[src/rtl/core/sef_pkg.sv]
// Shared types and constants for the scaled EMA filter with change detect.
// No dependencies; used by sef_ctrl, sef_datapath and the top level.
package sef_pkg;

    localparam int RAW_BITS  = 12;
    localparam int VAL_W     = 32;
    localparam int COEF_W    = 17;
    localparam int THR_W     = 31;
    localparam int FRAC_BITS = 16;
    localparam int CFG_IDX_W = 3;

    localparam int SPAN_W = VAL_W + 1;
    localparam int PROD_W = SPAN_W + RAW_BITS + 1;
    localparam int SUM_W  = SPAN_W + 2;
    localparam int MUL_W  = VAL_W + COEF_W + 1;
    localparam int ACC_W  = MUL_W + 1;

    localparam logic [COEF_W-1:0] COEF_ONE   = COEF_W'(1 << FRAC_BITS);
    localparam int                ROUND_HALF = 1 << (FRAC_BITS - 1);

    localparam logic signed [VAL_W-1:0] SCALE_MIN_RST   = '0;
    localparam logic signed [VAL_W-1:0] SCALE_MAX_RST   = VAL_W'(1 << FRAC_BITS);
    localparam logic signed [VAL_W-1:0] FILTER_PREV_RST = VAL_W'(1 << (FRAC_BITS - 1));

    typedef enum logic [CFG_IDX_W-1:0] {
        CFG_SCALE_MIN        = 3'd0,
        CFG_SCALE_MAX        = 3'd1,
        CFG_FILTER_COEF      = 3'd2,
        CFG_TRIM_OFFSET      = 3'd3,
        CFG_CHANGE_THRESHOLD = 3'd4
    } t_cfg_idx;

    // Commands from the sequencer to the datapath, one step per bit
    typedef struct packed {
        logic load;
        logic scale;
        logic clamp;
        logic mul_new;
        logic mul_old;
        logic finish;
    } t_cmd;

    typedef struct packed {
        logic out_free;
    } t_stat;

endpackage

[src/rtl/core/scaled_ema_filter_with_change_detect.sv]
// Scaled EMA filter with change detect: one result per 12-bit sample. The result is
// presented in the output register after the sequencer's scale, clamp, two multiply and
// done steps; a new request is taken only once the sequencer is idle again, and a stalled
// output register holds the sequencer in its last step. The sequencer runs scale multiply,
// clamp, then the two filter multiplies one after the other on registered operands,
// and the last step updates filter state and loads the output register. i_cfg_* writes
// are always taken (o_cfg_ready high); write them only while no request is in flight.
// Depends on sef_pkg, sef_ctrl and sef_datapath.
module scaled_ema_filter_with_change_detect (
    input  logic                              i_clk,
    input  logic                              i_rst_n,
    input  logic                              i_cfg_valid,
    output logic                              o_cfg_ready,
    input  logic [sef_pkg::CFG_IDX_W-1:0]     i_cfg_index,
    input  logic [sef_pkg::VAL_W-1:0]         i_cfg_data,
    input  logic                              i_in_valid,
    output logic                              o_in_stall,
    input  logic [sef_pkg::RAW_BITS-1:0]      i_raw_sample,
    output logic                              o_out_valid,
    input  logic                              i_out_stall,
    output logic signed [sef_pkg::VAL_W-1:0]  o_filtered_value,
    output logic                              o_changed,
    output logic                              o_toggle_out
);

    sef_pkg::t_cmd  w_cmd;
    sef_pkg::t_stat w_stat;

    assign o_cfg_ready = 1'b1;

    sef_ctrl u_ctrl (
        .i_clk      (i_clk),
        .i_rst_n    (i_rst_n),
        .i_in_valid (i_in_valid),
        .o_in_stall (o_in_stall),
        .i_stat     (w_stat),
        .o_cmd      (w_cmd)
    );

    sef_datapath u_datapath (
        .i_clk            (i_clk),
        .i_rst_n          (i_rst_n),
        .i_cfg_valid      (i_cfg_valid),
        .i_cfg_index      (i_cfg_index),
        .i_cfg_data       (i_cfg_data),
        .i_raw_sample     (i_raw_sample),
        .i_cmd            (w_cmd),
        .o_stat           (w_stat),
        .i_out_stall      (i_out_stall),
        .o_out_valid      (o_out_valid),
        .o_filtered_value (o_filtered_value),
        .o_changed        (o_changed),
        .o_toggle_out     (o_toggle_out)
    );

endmodule

[src/rtl/core/sef_ctrl.sv]
// Sequencer for the scaled EMA filter: steps one request through the datapath.
// Depends on sef_pkg (t_cmd, t_stat).
module sef_ctrl (
    input  logic           i_clk,
    input  logic           i_rst_n,
    input  logic           i_in_valid,
    output logic           o_in_stall,
    input  sef_pkg::t_stat i_stat,
    output sef_pkg::t_cmd  o_cmd
);

    typedef enum logic [5:0] {
        S_IDLE    = 6'b000001,
        S_SCALE   = 6'b000010,
        S_CLAMP   = 6'b000100,
        S_MUL_NEW = 6'b001000,
        S_MUL_OLD = 6'b010000,
        S_DONE    = 6'b100000
    } t_state;

    t_state r_state;
    t_state n_state;
    logic   w_accept;

    assign o_in_stall = (r_state != S_IDLE);
    assign w_accept   = i_in_valid && (r_state == S_IDLE);

    always_comb begin
        n_state = r_state;
        o_cmd   = '0;
        case (r_state)
            S_IDLE: begin
                if (i_in_valid) begin
                    o_cmd.load = 1'b1;
                    n_state    = S_SCALE;
                end
            end
            S_SCALE: begin
                o_cmd.scale = 1'b1;
                n_state     = S_CLAMP;
            end
            S_CLAMP: begin
                o_cmd.clamp = 1'b1;
                n_state     = S_MUL_NEW;
            end
            S_MUL_NEW: begin
                o_cmd.mul_new = 1'b1;
                n_state       = S_MUL_OLD;
            end
            S_MUL_OLD: begin
                o_cmd.mul_old = 1'b1;
                n_state       = S_DONE;
            end
            S_DONE: begin
                // hold until the output register can take the result
                if (i_stat.out_free) begin
                    o_cmd.finish = 1'b1;
                    n_state      = S_IDLE;
                end
            end
            default: begin
                n_state = S_IDLE;
            end
        endcase
    end

    always_ff @(posedge i_clk) begin
        if (!i_rst_n) begin
            r_state <= S_IDLE;
        end else begin
            r_state <= n_state;
        end
    end

`ifndef SYNTH
    a_accept_starts: assert property (@(posedge i_clk) disable iff (!i_rst_n)
        w_accept |=> (r_state == S_SCALE))
        else $error("accepted request did not start the scale step");

    a_finish_needs_room: assert property (@(posedge i_clk) disable iff (!i_rst_n)
        o_cmd.finish |-> i_stat.out_free)
        else $error("result written while output register was busy");

    a_one_step: assert property (@(posedge i_clk) disable iff (!i_rst_n)
        $onehot0(o_cmd))
        else $error("more than one datapath step commanded");
`endif

endmodule

[src/rtl/core/sef_datapath.sv]
// Datapath of the scaled EMA filter: config registers, scaling, clamp,
// filter multiplies, change detect and the output register. Depends on sef_pkg.
module sef_datapath (
    input  logic                                i_clk,
    input  logic                                i_rst_n,
    input  logic                                i_cfg_valid,
    input  logic [sef_pkg::CFG_IDX_W-1:0]       i_cfg_index,
    input  logic [sef_pkg::VAL_W-1:0]           i_cfg_data,
    input  logic [sef_pkg::RAW_BITS-1:0]        i_raw_sample,
    input  sef_pkg::t_cmd                       i_cmd,
    output sef_pkg::t_stat                      o_stat,
    input  logic                                i_out_stall,
    output logic                                o_out_valid,
    output logic signed [sef_pkg::VAL_W-1:0]    o_filtered_value,
    output logic                                o_changed,
    output logic                                o_toggle_out
);

    // configuration
    logic signed [sef_pkg::VAL_W-1:0]  r_scale_min;
    logic signed [sef_pkg::VAL_W-1:0]  r_scale_max;
    logic        [sef_pkg::COEF_W-1:0] r_coef;
    logic signed [sef_pkg::VAL_W-1:0]  r_trim;
    logic        [sef_pkg::THR_W-1:0]  r_thr;

    // filter state
    logic signed [sef_pkg::VAL_W-1:0]  r_filter_prev;
    logic signed [sef_pkg::VAL_W-1:0]  r_stable;
    logic                              r_toggle;

    // per-request working registers
    logic        [sef_pkg::RAW_BITS-1:0] r_raw;
    logic signed [sef_pkg::PROD_W-1:0]   r_prod;
    logic signed [sef_pkg::VAL_W-1:0]    r_x;
    logic signed [sef_pkg::MUL_W-1:0]    r_p_new;
    logic signed [sef_pkg::MUL_W-1:0]    r_p_old;
    logic                                r_out_valid;

    logic signed [sef_pkg::SPAN_W-1:0]   w_span;
    logic signed [sef_pkg::RAW_BITS:0]   w_raw_s;
    logic signed [sef_pkg::PROD_W-1:0]   w_prod;
    logic signed [sef_pkg::SPAN_W-1:0]   w_quot;
    logic signed [sef_pkg::SUM_W-1:0]    w_sum;
    logic signed [sef_pkg::VAL_W-1:0]    w_x;
    logic        [sef_pkg::COEF_W-1:0]   w_coef;
    logic        [sef_pkg::COEF_W-1:0]   w_coef_inv;
    logic signed [sef_pkg::ACC_W-1:0]    w_acc;
    logic signed [sef_pkg::VAL_W-1:0]    w_y;
    logic signed [sef_pkg::VAL_W:0]      w_diff;
    logic        [sef_pkg::VAL_W:0]      w_abs;
    logic                                w_changed;

    assign w_span  = sef_pkg::SPAN_W'(r_scale_max) - sef_pkg::SPAN_W'(r_scale_min);
    assign w_raw_s = $signed({1'b0, r_raw});
    assign w_prod  = w_span * w_raw_s;
    // arithmetic shift gives the floor of the quotient
    assign w_quot  = sef_pkg::SPAN_W'(r_prod >>> sef_pkg::RAW_BITS);
    assign w_sum   = sef_pkg::SUM_W'(r_scale_min) + sef_pkg::SUM_W'(w_quot)
                   + sef_pkg::SUM_W'(r_trim);

    // limit to max first, then to min: an inverted range yields min
    always_comb begin
        w_x = sef_pkg::VAL_W'(w_sum);
        if (w_sum > sef_pkg::SUM_W'(r_scale_max)) begin
            w_x = r_scale_max;
        end
        if (w_sum > sef_pkg::SUM_W'(r_scale_max)
            && r_scale_max < r_scale_min) begin
            w_x = r_scale_min;
        end else if (w_sum < sef_pkg::SUM_W'(r_scale_min)) begin
            w_x = r_scale_min;
        end
    end

    assign w_coef     = (r_coef > sef_pkg::COEF_ONE) ? sef_pkg::COEF_ONE : r_coef;
    assign w_coef_inv = sef_pkg::COEF_ONE - w_coef;

    assign w_acc = sef_pkg::ACC_W'(r_p_new) + sef_pkg::ACC_W'(r_p_old)
                 + sef_pkg::ACC_W'(sef_pkg::ROUND_HALF);
    assign w_y   = $signed(w_acc[sef_pkg::FRAC_BITS +: sef_pkg::VAL_W]);

    assign w_diff    = (sef_pkg::VAL_W+1)'(w_y) - (sef_pkg::VAL_W+1)'(r_stable);
    assign w_abs     = w_diff[sef_pkg::VAL_W] ? $unsigned(-w_diff) : $unsigned(w_diff);
    assign w_changed = (w_abs >= {2'b00, r_thr});

    assign o_stat.out_free = !r_out_valid || !i_out_stall;
    assign o_out_valid     = r_out_valid;

    always_ff @(posedge i_clk) begin
        if (!i_rst_n) begin
            r_scale_min   <= sef_pkg::SCALE_MIN_RST;
            r_scale_max   <= sef_pkg::SCALE_MAX_RST;
            r_coef        <= sef_pkg::COEF_ONE;
            r_trim        <= '0;
            r_thr         <= '0;
            r_filter_prev <= sef_pkg::FILTER_PREV_RST;
            r_stable      <= '0;
            r_toggle      <= 1'b0;
            r_out_valid   <= 1'b0;
        end else begin
            if (i_cfg_valid) begin
                case (i_cfg_index)
                    sef_pkg::CFG_SCALE_MIN:        r_scale_min <= $signed(i_cfg_data);
                    sef_pkg::CFG_SCALE_MAX:        r_scale_max <= $signed(i_cfg_data);
                    sef_pkg::CFG_FILTER_COEF:      r_coef <= i_cfg_data[sef_pkg::COEF_W-1:0];
                    sef_pkg::CFG_TRIM_OFFSET:      r_trim <= $signed(i_cfg_data);
                    sef_pkg::CFG_CHANGE_THRESHOLD: r_thr <= i_cfg_data[sef_pkg::THR_W-1:0];
                    default: ;
                endcase
            end
            if (i_cmd.finish) begin
                r_filter_prev <= w_y;
                r_toggle      <= r_toggle ^ !w_changed;
                if (w_changed) begin
                    r_stable <= w_y;
                end
                r_out_valid <= 1'b1;
            end else if (!i_out_stall) begin
                r_out_valid <= 1'b0;
            end
        end
    end

    always_ff @(posedge i_clk) begin
        if (i_cmd.load) begin
            r_raw <= i_raw_sample;
        end
        if (i_cmd.scale) begin
            r_prod <= w_prod;
        end
        if (i_cmd.clamp) begin
            r_x <= w_x;
        end
        if (i_cmd.mul_new) begin
            r_p_new <= $signed({1'b0, w_coef}) * r_x;
        end
        if (i_cmd.mul_old) begin
            r_p_old <= $signed({1'b0, w_coef_inv}) * r_filter_prev;
        end
        if (i_cmd.finish) begin
            o_filtered_value <= w_y;
            o_changed        <= w_changed;
            o_toggle_out     <= r_toggle ^ !w_changed;
        end
    end

`ifndef SYNTH
    a_clamp_in_range: assert property (@(posedge i_clk) disable iff (!i_rst_n)
        $past(i_cmd.clamp) && ($past(r_scale_max) >= $past(r_scale_min))
        |-> (r_x >= $past(r_scale_min)) && (r_x <= $past(r_scale_max)))
        else $error("clamped sample outside the scale range");

    a_finish_loads_out: assert property (@(posedge i_clk) disable iff (!i_rst_n)
        i_cmd.finish |=> r_out_valid && (o_filtered_value == r_filter_prev)
                         && (o_toggle_out == r_toggle))
        else $error("output register does not match the updated filter state");

    a_toggle_rule: assert property (@(posedge i_clk) disable iff (!i_rst_n)
        i_cmd.finish |=> (r_toggle == ($past(r_toggle) ^ !o_changed)))
        else $error("toggle bit did not follow the change flag");
`endif

endmodule
[config.mk]
export PLATFORM = sky130hd
export DESIGN_NAME = scaled_ema_filter_with_change_detect
export DESIGN_NICKNAME = d
export VERILOG_FILES = /design/src/rtl/core/sef_pkg.sv /design/src/rtl/core/scaled_ema_filter_with_change_detect.sv /design/src/rtl/core/sef_ctrl.sv /design/src/rtl/core/sef_datapath.sv
export SDC_FILE = /design/constraint.sdc
export NUM_CORES = 2
export LEC_CHECK = 0
export ABC_AREA = 1
export BUFFER_PORTS_ARGS = -buffer_cell sky130_fd_sc_hd__buf_2
export CAP_MARGIN = 10
export CORE_MARGIN = 4
export CORE_UTILIZATION = 50
export DETAILED_ROUTE_END_ITERATION = 8
export GPL_TIMING_DRIVEN = 1
export HOLD_SLACK_MARGIN = 0.06
export PLACE_DENSITY_LB_ADDON = 0.1
export SKIP_LAST_GASP = 1
export SYNTH_ARGS = -nofsm -noshare
export SYNTH_HDL_FRONTEND = slang
export SYNTH_SLANG_ARGS = --single-unit
export TNS_END_PERCENT = 50
[constraint.sdc]
create_clock -name i_clk -period 24.7 [get_ports i_clk]
set_clock_uncertainty 0.1 [all_clocks]
set_input_delay 1.235 -clock i_clk [delete_from_list [all_inputs] [get_ports i_clk]]
set_output_delay 1.235 -clock i_clk [all_outputs]
set_load 0.02 [all_outputs]
; After elaboration in Yosys (flattened, before gate mapping)
; Index checks and enable logic that the tools add are counted.
[classes]
muxes = 18
n_eq_ne = 14
n_lt_le_gt_ge = 5
mul = 3
add_sub_neg = 8
reduce_logical = 13
bitwise_logic = 1
[ops]
columns = op, n
row1 = $mul 18x32->48, 2
row2 = $mux 32, 3
row3 = $sub 32x32->33, 2
row4 = $add 48x17->48 const B, 1
row5 = $add 48x48->48, 1
row6 = $mul 33x13->45, 1
row7 = $pmux 6 s6, 1
row8 = $add 34x32->35, 1
row9 = $gt 35x32->1, 1
row10 = $lt 35x32->1, 1
row11 = $add 32x33->34, 1
row12 = $ge 33x31->1, 1
row13 = $mux 33, 1
row14 = $neg 33->33, 1
row15 = $lt 32x32->1, 1
row16 = $gt 17x17->1 const B, 1
row17 = $mux 17, 1
row18 = $sub 17x17->17 const A, 1
row19 = $reduce_and 2->1, 7
row20 = $mux 6, 2
row21 = $mux 1, 10
row22 = $eq 3x2->1 const B, 2
row23 = $eq 6x1->1 const B, 1
row24 = $eq 6x2->1 const B, 1
row25 = 14 further kinds, 17
[totals]
elab_cells = 80
in_bits = 52
output_inout_bits = 37
reg_bits = 435

; Depth between registers and ports, before layout
[depth]
word_depth = 8
depth_mapped = 56
ltp_nobuf = 54

; Modules after synthesis
; Synthesis repeated with hierarchy kept, for this count alone.
[unflattened]
hier_cells = 9561
area_unflattened_um2 = 77003.9
[modules_own_cells]
columns = module, cells_each, seq_area_each_um2, area_each_um2, instances
row1 = sef_datapath, 9504, 10420.0, 76621.0, 1
row2 = sef_ctrl, 55, 120.1, 371.6, 1
row3 = scaled_ema_filter_with_change_detect, 2, 0.0, 11.3, 1

; Worst setup path after synthesis
; OpenSTA, ideal clock, no wires.
[synth_timing]
kind = register to register
startpoint = reg u_datapath.r_coef[5] in the netlist's numbering
endpoint = reg u_datapath.r_p_old[41] in the netlist's numbering (data pin)
required_ns = 24.341
arrival_ns = 7.469
path_slack_ns = 16.872
period_less_slack_ns = 7.828
path_stages_with_launch = 41
path_cell_list = dfxtp_1 > inv_1 > nand4_1 > nor3_1 > nand3_1 > nand2_1 > nand2_1 > clkbuf_1 > ha_1 > nand4_1 > nor2_1 > nand2_1 > nor2_1 > inv_1 > nor3_1 > or2_2 > nand2_1 > inv_1 > (+5 left out) > inv_1 > fa_1 > inv_1 > fa_1 > inv_1 > fa_1 > inv_1 > fa_1 > ha_1 > a21oi_1 > o21ai_0 > o21bai_1 > a31oi_1 > o21ai_0 > a21boi_1 > o21ai_0 > a21oi_1 > xnor2_1
[synth_via]
elab_chain_cells = 4
[synth_rtl]
columns = item, line
row1 = start: declaration, sef_datapath.sv:22  ; logic [sef_pkg::COEF_W-1:0] r_coef;
row2 = start signal: assignment, sef_datapath.sv:93  ; r_coef <= sef_pkg::COEF_ONE;
row3 = start signal: assignment, sef_datapath.sv:105  ; sef_pkg::CFG_FILTER_COEF: r_coef <= i_cfg_data[sef_pkg::COEF_W-1:0];
row4 = $gt 17x17->1, sef_datapath.sv:75  ; assign w_coef = (r_coef > sef_pkg::COEF_ONE) ? sef_pkg::COEF_ONE : r_coef;
row5 = $mux 17 (*), sef_datapath.sv:75
row6 = $sub 17x17->17 (*), sef_datapath.sv:76  ; assign w_coef_inv = sef_pkg::COEF_ONE - w_coef;
row7 = $mul 18x32->48 (*), sef_datapath.sv:138  ; r_p_old <= $signed({1'b0, w_coef_inv}) * r_filter_prev;
row8 = end signal: assignment, sef_datapath.sv:138
row9 = end: declaration, sef_datapath.sv:36  ; logic signed [sef_pkg::MUL_W-1:0] r_p_old;
; Mark *: on every way between the ends. The rest lies on a longest branch, timed or not.
; A chain may end at the register's enable or synchronous reset.

; Worst setup path after layout
[layout_timing]
startpoint = reg u_datapath.r_coef[15] in the netlist's numbering
endpoint = reg u_datapath.r_p_old[43] in the netlist's numbering (data pin)
; The elaborated chain is that of the path after synthesis.

==> summary.md <==
| Metric | Value |
|---|---|
| Outcome | finished, final reports clean |
| Syn Std Cell Area | 0.0769 mm² |
| Core area | 0.152 mm² |
| Wire per inst | 20.7 µm |
| Hold crit path type | flip-flop to flip-flop |
| Reg2reg path depth | 38 |
| Final Cycle Share | 39.1% |
| Filler cells | 14800 |
| Port Buffers | 87 |
| Final hold violations | 0 |
| Drt via density | 5.33 |
| Initial antenna violation count | 14 |
| Slew @ Worst Pin | 1.24 ns |
| Vias | 61300 |
| # IOs | 89 |
| Max-cap violations | 0 |
| Final setup viols | 0 |
| WP buf/inv | 9 |
| DIE WIDTH | 400 µm |
| Setup slack, reg-to-reg | 15.05 ns |
| Post-CTS Setup Bufs | 0 |
| Crit-path max FO | 18 |
| CP top delay family | adder cells |
| Synth top area share | 36.4% |
| Number of synthesized register bits | 423 |
| Reg2reg end | u_datapath.r_p_old[43] |
| Finished Core Util | 53.3% |
| CP most frequent cell | inv_1 |
| Reg clk slew, reported paths | 0.07 ns |
| DRT antenna net count | 0 |
| R2R Path Start | u_datapath.r_coef[15] |
| CP Capture Type | flip-flop |
| Async S/R FF share, synth | 0% |
| Highest metal used | met5 |
| Clock tree sinks | 423 |
| Max Clock Freq | 104 MHz |
| Cell variety after synth | 62 |
| DRT met1 WL | 102000 µm |
| Number of global-route vias before repair | 64600 |
| Final Max Tran Viols | 0 |
| DR pass1 iterations | 5 |
| Top cells by area, synth | fa_1 36%, inv_1 12%, ha_1 10%, nand2_1 8.2%, edfxtp_1 8.1% |
| Max clock buf depth | 3 |
| Cells after Synth | 9505 |
| Most numerous cell in the Yosys netlist | inv_1 |
| CTS Hold Bufs | 0 |
| Rows | 143 |
| Seq/Total Area, Yosys | 13.7% |
| CTS root buf | clkbuf_16 |
| WP data arrival | 9.93 ns |
| Syn Area/Cell | 8.09 µm² |
| Die Y | 400 µm |
| Clk_lat worst skew | 0.68 ns |
| First-pass GRT wire length | 374000 µm |
| Synth Flop Type | dfxtp_1 |
| TritonCTS clock tree | done |
| Layout cell share with drive strength beyond 1 | 3.78% |
| CP max stage delay | 0.60 ns |
| Hpwl dp | 196000 µm |
| Cell taking the most area after synthesis | fa_1 |
| Area Growth Syn to Fin | 5.71% |
| Initial cell density of the core | 50.4% |
| Met2 wire len | 113000 µm |
| GP Congestion | 0.946 |
| Critical Path RT | 24.98 ns |
| First DRT Iteration DRCs | 4017 |
| Setup TNS | 0 ns |
| Pwr/cell area | 146 mW/mm² |
| Pin count of the biggest net entering global routing | 96 |
| Yosys Warn Count | 0 |
| Min cycle time layout | 9.65 ns |
| Overall Global Routing Usage | 30.5% |
| Slowest cell on crit path | clkinv_1 |
| CP endpoint | u_datapath.r_p_old[43] |
| Top post-synthesis cells by count | 2472 x inv_1, 1679 x nand2_1, 1398 x fa_1, 809 x nor2_1, 613 x ha_1 |
| H-tree depth | 2 |
| P_leak | 41.0 nW |
| EDFF count, synth | 207 |
| Element type at the critical path start | flip-flop |
| Die area | 0.160 mm² |
| Post-CTS Resized | 0 |
| Crit path kind | flip-flop to flip-flop |
| CTS Buf Count | 55 |
| Relative slew slack | 17.2% |
| CP startpoint | u_datapath.r_coef[15] |
| # nets final | 11500 |
| Grt ovf | 0 |
| CP Depth | 38 |
| Max VDD drop | 0.379 mV |
| Syn_nets | 11600 |
| Met3 Wirelength | 14200 µm |
| Drc violations | 0 |
| RSZ-0062 raised after global routing | false |
| Final WL | 238000 µm |
-- stage by stage --
step / hold slack (ns) / total power (W) / cells / setup WS (ns) / cell area, µm²
after floorplan: 0.335 / 0.00857 / 9505 / 16.87 / 76900
after global placement: 0.351 / 0.0108 / 11400 / 15.31 / 79400
after detailed placement: 0.359 / 0.0110 / 11400 / 15.22 / 79400
after CTS: 0.368 / 0.0119 / 11500 / 15.17 / 81300
after global routing: 0.381 / 0.0133 / 11500 / 14.39 / 81300
final: 0.367 / 0.0119 / 11500 / 15.05 / 81300
-- sequential cells by signal (all words and copies together) (netlist names) --
register and flops:
u_datapath.r_trim 32, u_datapath.r_scale_min 32, u_datapath.o_toggle_out 1, u_datapath.r_p_new 48, u_ctrl.r_state 6, u_datapath.r_toggle 1
u_datapath.r_raw 12, u_datapath.o_changed 1, u_datapath.r_p_old 48, u_datapath.r_x 32, u_datapath.r_filter_prev 32, u_datapath.r_stable 32
u_datapath.r_thr 31, u_datapath.r_prod 33, u_datapath.o_filtered_value 32, u_datapath.r_scale_max 32, u_datapath.o_out_valid 1, u_datapath.r_coef 17
-- cell families (layout without fill, tap and decap cells) --
| family | Yosys count | count (layout) | share of synthesized area [%] |
|---|---|---|---|
| adder cells (fa/ha/maj) | 2011 | 2011 | 46.4 |
| flip-flops | 423 | 423 | 13.7 |
| XOR/XNOR | 284 | 284 | 3.24 |
| AND/OR/NAND/NOR | 2825 | 2825 | 14.7 |
| multiplexers | 1 | 1 | 0.0130 |
| buffers and inverters | 2810 | 2770 | 13.8 |
| other | 1 | 9 | 0.00488 |
| AO/OA/AOI/OAI | 1150 | 1150 | 8.19 |
-- how the worst min path moves through the flow --
stage                                 endpoint  depth (start not counted)  slack [ns]                 start
after floorplan           u_datapath.r_thr[10]                          2        0.34  u_datapath.r_thr[10]
after global placement    u_datapath.r_thr[25]                          2        0.35  u_datapath.r_thr[25]
after detailed placement  u_datapath.r_thr[25]                          2        0.36  u_datapath.r_thr[25]
after CTS                 u_datapath.r_trim[5]                          2        0.37  u_datapath.r_trim[5]
after global routing      u_datapath.r_trim[5]                          2        0.38  u_datapath.r_trim[5]
final                     u_datapath.r_thr[26]                          2        0.37  u_datapath.r_thr[26]
-- worst reg2reg max path, delay by kind of cell, from the launching register on --
kind	cells	cell delay [ns]
compound gates	6	1.73
xor+xnor	1	0.15
fa+ha+maj	8	3.40
buf+inv	9	1.43
flops	1	0.32
simple gates	14	2.25
-- placed cells by master, fill, tap and decap left out, types with 10 or more instances in the layout --
cell type,netlist,routed
nand2_1,1679,1678
o31ai_1,10,10
nand3_1,137,136
clkbuf_1,282,12
o221ai_1,16,16
buf_2,13,86
o21ai_1,12,12
inv_1,2472,2470
xnor2_1,109,108
a21o_1,18,18
buf_4,5,93
xor2_1,174,174
dfxtp_1,216,216
o211ai_1,14,14
a21oi_1,545,545
ha_1,613,612
nand4_1,49,49
fa_1,1398,1398
nor4_1,15,13
nand3b_1,25,25
o21ai_0,373,373
nor2_1,809,799
edfxtp_1,207,207
clkbuf_16,0,58
clkinv_1,9,11
nor3_1,48,47
nand2_2,11,12
a31oi_1,64,64
o21a_1,28,28
or2_2,22,22
o21bai_1,18,18
nor2_2,5,14
-- where the power goes --
| group | internal (W) | leakage, nW | switching, W | total, W |
|---|---|---|---|---|
| logic | 0.00365 | 36.4 | 0.00603 | 0.00969 |
| clock network | 0.000500 | 0.924 | 0.000359 | 0.000859 |
| registers | 0.00129 | 3.65 | 0.0000568 | 0.00135 |
-- cell type report --
cell class              instances  area, µm²  share of cell area, %
flip-flops and latches        423      10500                   13.0
diodes                          8       20.0                 0.0246
well taps                    2030       2540                   3.12
clock buffers                  75       1570                   1.93
multi-input cells            6272      55800                   68.7
inverters                    2488       9340                   11.5
repair buffers                179       1130                   1.39
clock inverters                28        338                  0.416
-- layer usage --
layer | global-route usage [%] | up-vias
li1 | - | 28200
met1 | 41.0 | 30900
met2 | 51.1 | 1793
met3 | 4.04 | 366
met4 | 10.1 | 14
met5 | 0 | -
No activity file was read; power rests on OpenSTA's default activity.
